`src/tlbsa_pkg.sv`:
```
// Shared types and constants for the two-level bitmap slot allocator.
// Used by the divider, the controller, the datapath and the top level; depends on nothing.
package tlbsa_pkg;

  localparam int IDX_W  = 12;
  localparam int DATA_W = 32;
  localparam int CFG_W  = 6;
  localparam int FUNC_W = 2;
  localparam int ST_W   = 2;

  localparam int IN_TDATA_W  = ((IDX_W + DATA_W + 7) / 8) * 8;
  localparam int OUT_TDATA_W = ((IDX_W + DATA_W + 7) / 8) * 8;
  localparam int TUSER_W     = 8;

  localparam int NUM_BUCKETS_DEF  = 64;
  localparam int MAX_SLOTS_DEF    = 64;
  localparam int ELEMENT_BITS_DEF = 32;

  localparam logic [CFG_W-1:0] BUCKET_SIZE_RST = 6'd63;

  localparam logic [FUNC_W-1:0] FUNC_ALLOC = 2'd0;
  localparam logic [FUNC_W-1:0] FUNC_GET   = 2'd1;
  localparam logic [FUNC_W-1:0] FUNC_FREE  = 2'd2;

  localparam logic [ST_W-1:0] ST_OK   = 2'd0;
  localparam logic [ST_W-1:0] ST_FULL = 2'd1;
  localparam logic [ST_W-1:0] ST_BAD  = 2'd2;

  // Kind of result the controller asks the datapath to register.
  typedef enum logic [2:0] {
    RES_ALLOC = 3'd0,
    RES_GET   = 3'd1,
    RES_FREE  = 3'd2,
    RES_FULL  = 3'd3,
    RES_BAD   = 3'd4
  } res_t;

  typedef struct packed {
    logic capture;
    logic find_bkt;
    logic next_bkt;
    logic rd_row;
    logic alloc_wr;
    logic div_start;
    logic div_load;
    logic rd_elem;
    logic free_wr;
    logic out_load;
    res_t res;
  } dp_cmd_t;

  typedef struct packed {
    logic [FUNC_W-1:0] func;
    logic              bkt_found;
    logic              slot_found;
    logic              last_bkt;
    logic              div_done;
    logic              hit;
    logic              out_free;
  } dp_sts_t;

endpackage

```
`src/tlbsa_ctrl.sv`:
```
// Controller state machine: sequences allocate scans, index division and
// mask read-modify-writes. Depends on tlbsa_pkg for the command and status structs.
module tlbsa_ctrl (
  input  logic               clk,
  input  logic               rst_n,
  input  logic               in_tvalid,
  output logic               in_tready,
  input  tlbsa_pkg::dp_sts_t sts,
  output tlbsa_pkg::dp_cmd_t cmd
);

  typedef enum logic [8:0] {
    S_IDLE  = 9'b000000001,
    S_DISP  = 9'b000000010,
    S_FIND  = 9'b000000100,
    S_ARD   = 9'b000001000,
    S_ACHK  = 9'b000010000,
    S_DWAIT = 9'b000100000,
    S_GRD   = 9'b001000000,
    S_GCHK  = 9'b010000000,
    S_OUT   = 9'b100000000
  } state_t;

  state_t            state_r, state_nxt;
  tlbsa_pkg::res_t   res_r, res_nxt;

  always_comb begin
    state_nxt = state_r;
    res_nxt   = res_r;
    cmd       = '0;
    cmd.res   = res_r;
    in_tready = (state_r == S_IDLE);
    unique case (state_r)
      S_IDLE: begin
        if (in_tvalid) begin
          cmd.capture = 1'b1;
          state_nxt   = S_DISP;
        end
      end
      S_DISP: begin
        unique case (sts.func) inside
          tlbsa_pkg::FUNC_ALLOC: state_nxt = S_FIND;
          tlbsa_pkg::FUNC_GET, tlbsa_pkg::FUNC_FREE: begin
            cmd.div_start = 1'b1;
            state_nxt     = S_DWAIT;
          end
          default: begin
            res_nxt   = tlbsa_pkg::RES_BAD;
            state_nxt = S_OUT;
          end
        endcase
      end
      S_FIND: begin
        if (sts.bkt_found) begin
          cmd.find_bkt = 1'b1;
          state_nxt    = S_ARD;
        end else begin
          res_nxt   = tlbsa_pkg::RES_FULL;
          state_nxt = S_OUT;
        end
      end
      S_ARD: begin
        cmd.rd_row = 1'b1;
        state_nxt  = S_ACHK;
      end
      S_ACHK: begin
        // A bucket without a free slot below the current size is skipped.
        if (sts.slot_found) begin
          cmd.alloc_wr = 1'b1;
          res_nxt      = tlbsa_pkg::RES_ALLOC;
          state_nxt    = S_OUT;
        end else if (sts.last_bkt) begin
          res_nxt   = tlbsa_pkg::RES_FULL;
          state_nxt = S_OUT;
        end else begin
          cmd.next_bkt = 1'b1;
          state_nxt    = S_FIND;
        end
      end
      S_DWAIT: begin
        if (sts.div_done) begin
          cmd.div_load = 1'b1;
          state_nxt    = S_GRD;
        end
      end
      S_GRD: begin
        cmd.rd_row  = 1'b1;
        cmd.rd_elem = 1'b1;
        state_nxt   = S_GCHK;
      end
      S_GCHK: begin
        if (!sts.hit) begin
          res_nxt = tlbsa_pkg::RES_BAD;
        end else if (sts.func == tlbsa_pkg::FUNC_FREE) begin
          cmd.free_wr = 1'b1;
          res_nxt     = tlbsa_pkg::RES_FREE;
        end else begin
          res_nxt = tlbsa_pkg::RES_GET;
        end
        state_nxt = S_OUT;
      end
      S_OUT: begin
        if (sts.out_free) begin
          cmd.out_load = 1'b1;
          state_nxt    = S_IDLE;
        end
      end
      default: state_nxt = S_IDLE;
    endcase
  end

  always_ff @(posedge clk) begin
    if (!rst_n) begin
      state_r <= S_IDLE;
      res_r   <= tlbsa_pkg::RES_BAD;
    end else begin
      state_r <= state_nxt;
      res_r   <= res_nxt;
    end
  end

endmodule

```
`config.mk`:
```
export PLATFORM = sky130hd
export DESIGN_NAME = tlbsa_ctrl
export DESIGN_NICKNAME = d
export VERILOG_FILES = /design/src/tlbsa_pkg.sv /design/src/tlbsa_ctrl.sv
export SDC_FILE = /design/constraint.sdc
export NUM_CORES = 1
export LEC_CHECK = 0
export BUFFER_PORTS_ARGS = -buffer_cell sky130_fd_sc_hd__buf_2
export CAP_MARGIN = 40
export CORE_MARGIN = 2
export CORE_UTILIZATION = 52
export DETAILED_ROUTE_END_ITERATION = 10
export HOLD_SLACK_MARGIN = 0.08
export PLACE_DENSITY_LB_ADDON = 0.1
export SLEW_MARGIN = 20
export SYNTH_ARGS = -nofsm -noshare
export SYNTH_HDL_FRONTEND = slang
export SYNTH_SLANG_ARGS = --single-unit
```
`constraint.sdc`:
```
create_clock -name clk -period 3.3 [get_ports clk]
set_input_delay 0.33 -clock clk [delete_from_list [all_inputs] [get_ports clk]]
set_output_delay 0.33 -clock clk [all_outputs]
set_load 0.1 [all_outputs]
```
==> impl_summary.md <==
Run status
The flow ran to the end, and the final reports show no timing, DRC or antenna violations.

STA
The worst path needs 2575 ps of the cycle, external delays included. The final-report max-slew violation count is 0. The worst hold slack is about 340 ps. Setup total negative slack on the finished layout was measured at 0 ps. The final clock period utilization by the worst path is around 78%.

Setup repair after global routing left no endpoint under its margin. At the pin with the least slew margin, the transition time is 477.1 ps. Static timing analysis puts the maximum clock frequency at slightly below 0.4 GHz. The final-report setup violation count is 0. The number of hold violations in the final report is 0. For the final database, setup skew stands at 6.496 ps. The relative slew slack is about two thirds.

Routing
In the routed design, unresolved DRC markers number 0. The remaining number of nets flagged by the antenna check after routing is 0. Wires add up to just under 2000 um. The average via count per standard cell is about 6.0. In this run, the number of DRC markers left after iteration 0 of detailed routing was 14. The routed wirelength normalized by instance count is roughly 14 um. The first-pass detailed-route iteration total is 4. The number of vias after detailed routing is between 800 and 900.

GRT
Across every metal layer, demand over resource in global routing totals 24.31%. The number of global-route vias before repair came to roughly 760. The initial antenna violation count is 0. Entering global routing, the biggest net connects 9 pins. The overall overflow remaining after global route is 0. The first global-routing pass estimated ~3400 um of wire.

Power
The switching component of the power is between 0.15 and 0.2 mW. The design draws approximately 0.44 mW. Combinational logic burns a little over a third of the power. The design internal power is approximately 0.26 mW. The worst-case IR drop observed on VDD is 0.6296 mV. Of the total power, the share spent switching nets is between 40% and 50%. The clock group share of total power is between 20% and 30%. The register share of total power is 37.0%. The total leakage power is 0.4653 nW. The power per standard cell area is 473.5 mW/mm^2.

Cells and area
The number of standard cells in the final layout excluding fillers is about 130. Relative to the synthesized area, the layout overhead comes to 21.30%. The layout cell share with drive strength beyond 1 is around 29%. The net count of the finished layout is between 100 and 150. The count of inserted antenna diode cells is 0.

Setup path
The nature of the critical path endpoint is an output port. Of all nets on the critical path, the largest fanout is 7. The setup path with the least slack is of type reg -> out. In this run the critical register-to-register path is captured at res_r[0].

The most critical setup path has its endpoint at cmd[6]. The startpoint identified for the worst register-to-register timing path is state_r[8]. The required time of the critical path is 2970 ps. The signal arrival time at the worst endpoint is roughly 2200 ps. The cell count of the worst reg-to-reg path is 5.

The timing startpoint of the critical path is state_r[8]. The internal reg-to-reg setup slack is approximately 1500 ps. The worst setup path is launched from a flip-flop.

Clock network
Once the clock tree was built, the setup fixing pass inserted 0 buffers. The H-tree depth is 1. The clock passes through at most 2 buffers. The TritonCTS sink count is 12. The clock reaches the later pin of the worst-skew pair after between 200 and 300 ps. The TritonCTS clock tree is yes. The cell sitting at the root of the clock tree is a sky130_fd_sc_hd__clkbuf_4.

Clock-pin slew was measured on the worst setup and hold paths at 80 ps. The cts-stage hold buffer count is 0. Clock tree synthesis inserted a total of 3 buffers. The count of cells resized by post-cts repair is 0.

Die
The die span in y is 42.47 um. The number of top-level pins is 25. The die covers between 0.0015 and 0.002 mm^2. The row count is 13.

In this run the standard cell core region covers around 0.0013 mm^2. The floorplan die width is 42.47 um. For this configuration, the core starts out at a cell density of 57.69%.

Placed design
Detailed placement finished with a half-perimeter wire length of ~1500 um. The count of buffers inserted at the top-level ports is 24. The total instance count after detailed placement is 130. The placer congestion estimate is roughly 0.8.

Yosys
The post-synthesis sequential area ratio is 31.22%. The synthesized netlist occupies a cell area of 769.5 um^2. The synthesized net count is between 100 and 150. In this run, distinct cell masters in the synthesized netlist total 38. The flop and latch count out of synthesis is 12. The total number of yosys warnings is 0. Counting every instance in the synthesized netlist gives approximately 90. Each instance of the synthesized netlist takes up on average between 8 and 9 um^2.

Job
The tool flagged a number of max-cap violations equal to 0.

Hold path
The tightest min-delay check is of the in -> reg type.
==> kinds of logic after synthesis <==
group,Yosys count,share of synthesized area (%)
buffers and inverters,9,5.366
adder cells (fa/ha/maj),4,6.504
XOR/XNOR,1,1.138
flip-flops,12,31.22
AO/OA/AOI/OAI,16,14.96
AND/OR/NAND/NOR,49,39.51
multiplexers,1,1.301
==> synthesized netlist by cell type, drive strengths merged <==
cell type / n / area, um^2
a211o: 1 / 8.760
a211oi: 1 / 7.510
o311a: 1 / 10.01
o21ai: 4 / 20.01
nor3: 4 / 25.02
dfxtp: 12 / 240.2
o21a: 1 / 7.510
nor3b: 3 / 22.52
o22ai: 1 / 6.260
nand4b: 5 / 43.79
a31o: 1 / 8.760
nand4: 1 / 6.260
and2: 4 / 25.02
mux2i: 1 / 10.01
nand3: 2 / 10.01
a21oi: 2 / 10.01
inv: 8 / 30.03
a21o: 1 / 7.510
nor2: 12 / 47.55
o31a: 1 / 8.760
nor4: 4 / 40.04
a22oi: 1 / 12.51
and3: 2 / 13.77
nor2b: 2 / 12.51
nor4b: 2 / 17.52
ha: 4 / 50.05
xor2: 1 / 8.760
or3: 1 / 6.260
nand2: 6 / 25.03
o211ai: 1 / 7.510
buf: 1 / 11.26
and4: 1 / 8.760
==> metrics by stage <==
stage	area (um^2)	utilization (%)	setup WS (ps)
2_1_floorplan	769.5	-	479.2
3_3_place_gp	897.1	67.26	1149
3_5_place_dp	897.1	67.26	1091
4_1_cts	933.4	69.98	747.4
5_1_grt	933.4	69.98	613.8
6_report	933.4	69.98	725.1
==> critical path, stage by stage (launching register included) <==
cell	delay, ps
sky130_fd_sc_hd__dfxtp_1	380
sky130_fd_sc_hd__nor4_1	480
sky130_fd_sc_hd__nand2_1	130
sky130_fd_sc_hd__nor3b_1	340
sky130_fd_sc_hd__and2_1	200
sky130_fd_sc_hd__buf_2	430
==> final cells by class <==
type | instances | area, um^2
inverter | 8 | 30.03
sequential | 12 | 240.2
tap | 15 | 18.77
clock buffer | 4 | 36.28
multi-input combinational | 71 | 488.0
fill | 118 | 400.4
timing repair buffer | 24 | 120.1
==> cell usage in the layout, fill, tap and decap left out, drive strengths merged, types with 2 or more instances in the layout <==
master / Yosys / layout
a21oi: 2 / 2
and2: 4 / 4
and3: 2 / 2
buf: 1 / 24
clkbuf: 0 / 4
dfxtp: 12 / 12
ha: 4 / 4
inv: 8 / 8
nand2: 6 / 6
nand3: 2 / 2
nand4b: 5 / 5
nor2: 12 / 12
nor2b: 2 / 2
nor3: 4 / 4
nor3b: 3 / 3
nor4: 4 / 4
nor4b: 2 / 2
o21ai: 4 / 4
==> per-layer routing <==
metal  global-route usage [%]  vias up  part of all wire, %
met1                    30.00      370                   44
met3                    6.034        6                  7.3
met5                        0        -                    0
met4                    8.750        0                  1.8
li1                         -      395                    -
met2                    40.62       32                   47
==> power by group through the flow <==
stage	Sequential, mW	Combinational [mW]	Clock [mW]
floorplan	0.173	0.122	0
global placement	0.167	0.158	0
detailed placement	0.167	0.159	0
CTS	0.163	0.161	0.119
global route	0.165	0.171	0.126
finish	0.163	0.161	0.117
==> flip-flops by register name, indices dropped and copies added, names as in the netlist <==
register,count
res_r,3
state_r,9
==> worst min-delay path by stage <==
stage,from,depth (start not counted),endpoint
floorplan,rst_n,1,state_r[5]
global placement,res_r[0],2,res_r[0]
detailed placement,res_r[0],2,res_r[0]
CTS,rst_n,2,res_r[1]
global route,rst_n,2,res_r[1]
finish,rst_n,2,res_r[1]
Note: power is estimated with default switching activity, not from simulation.
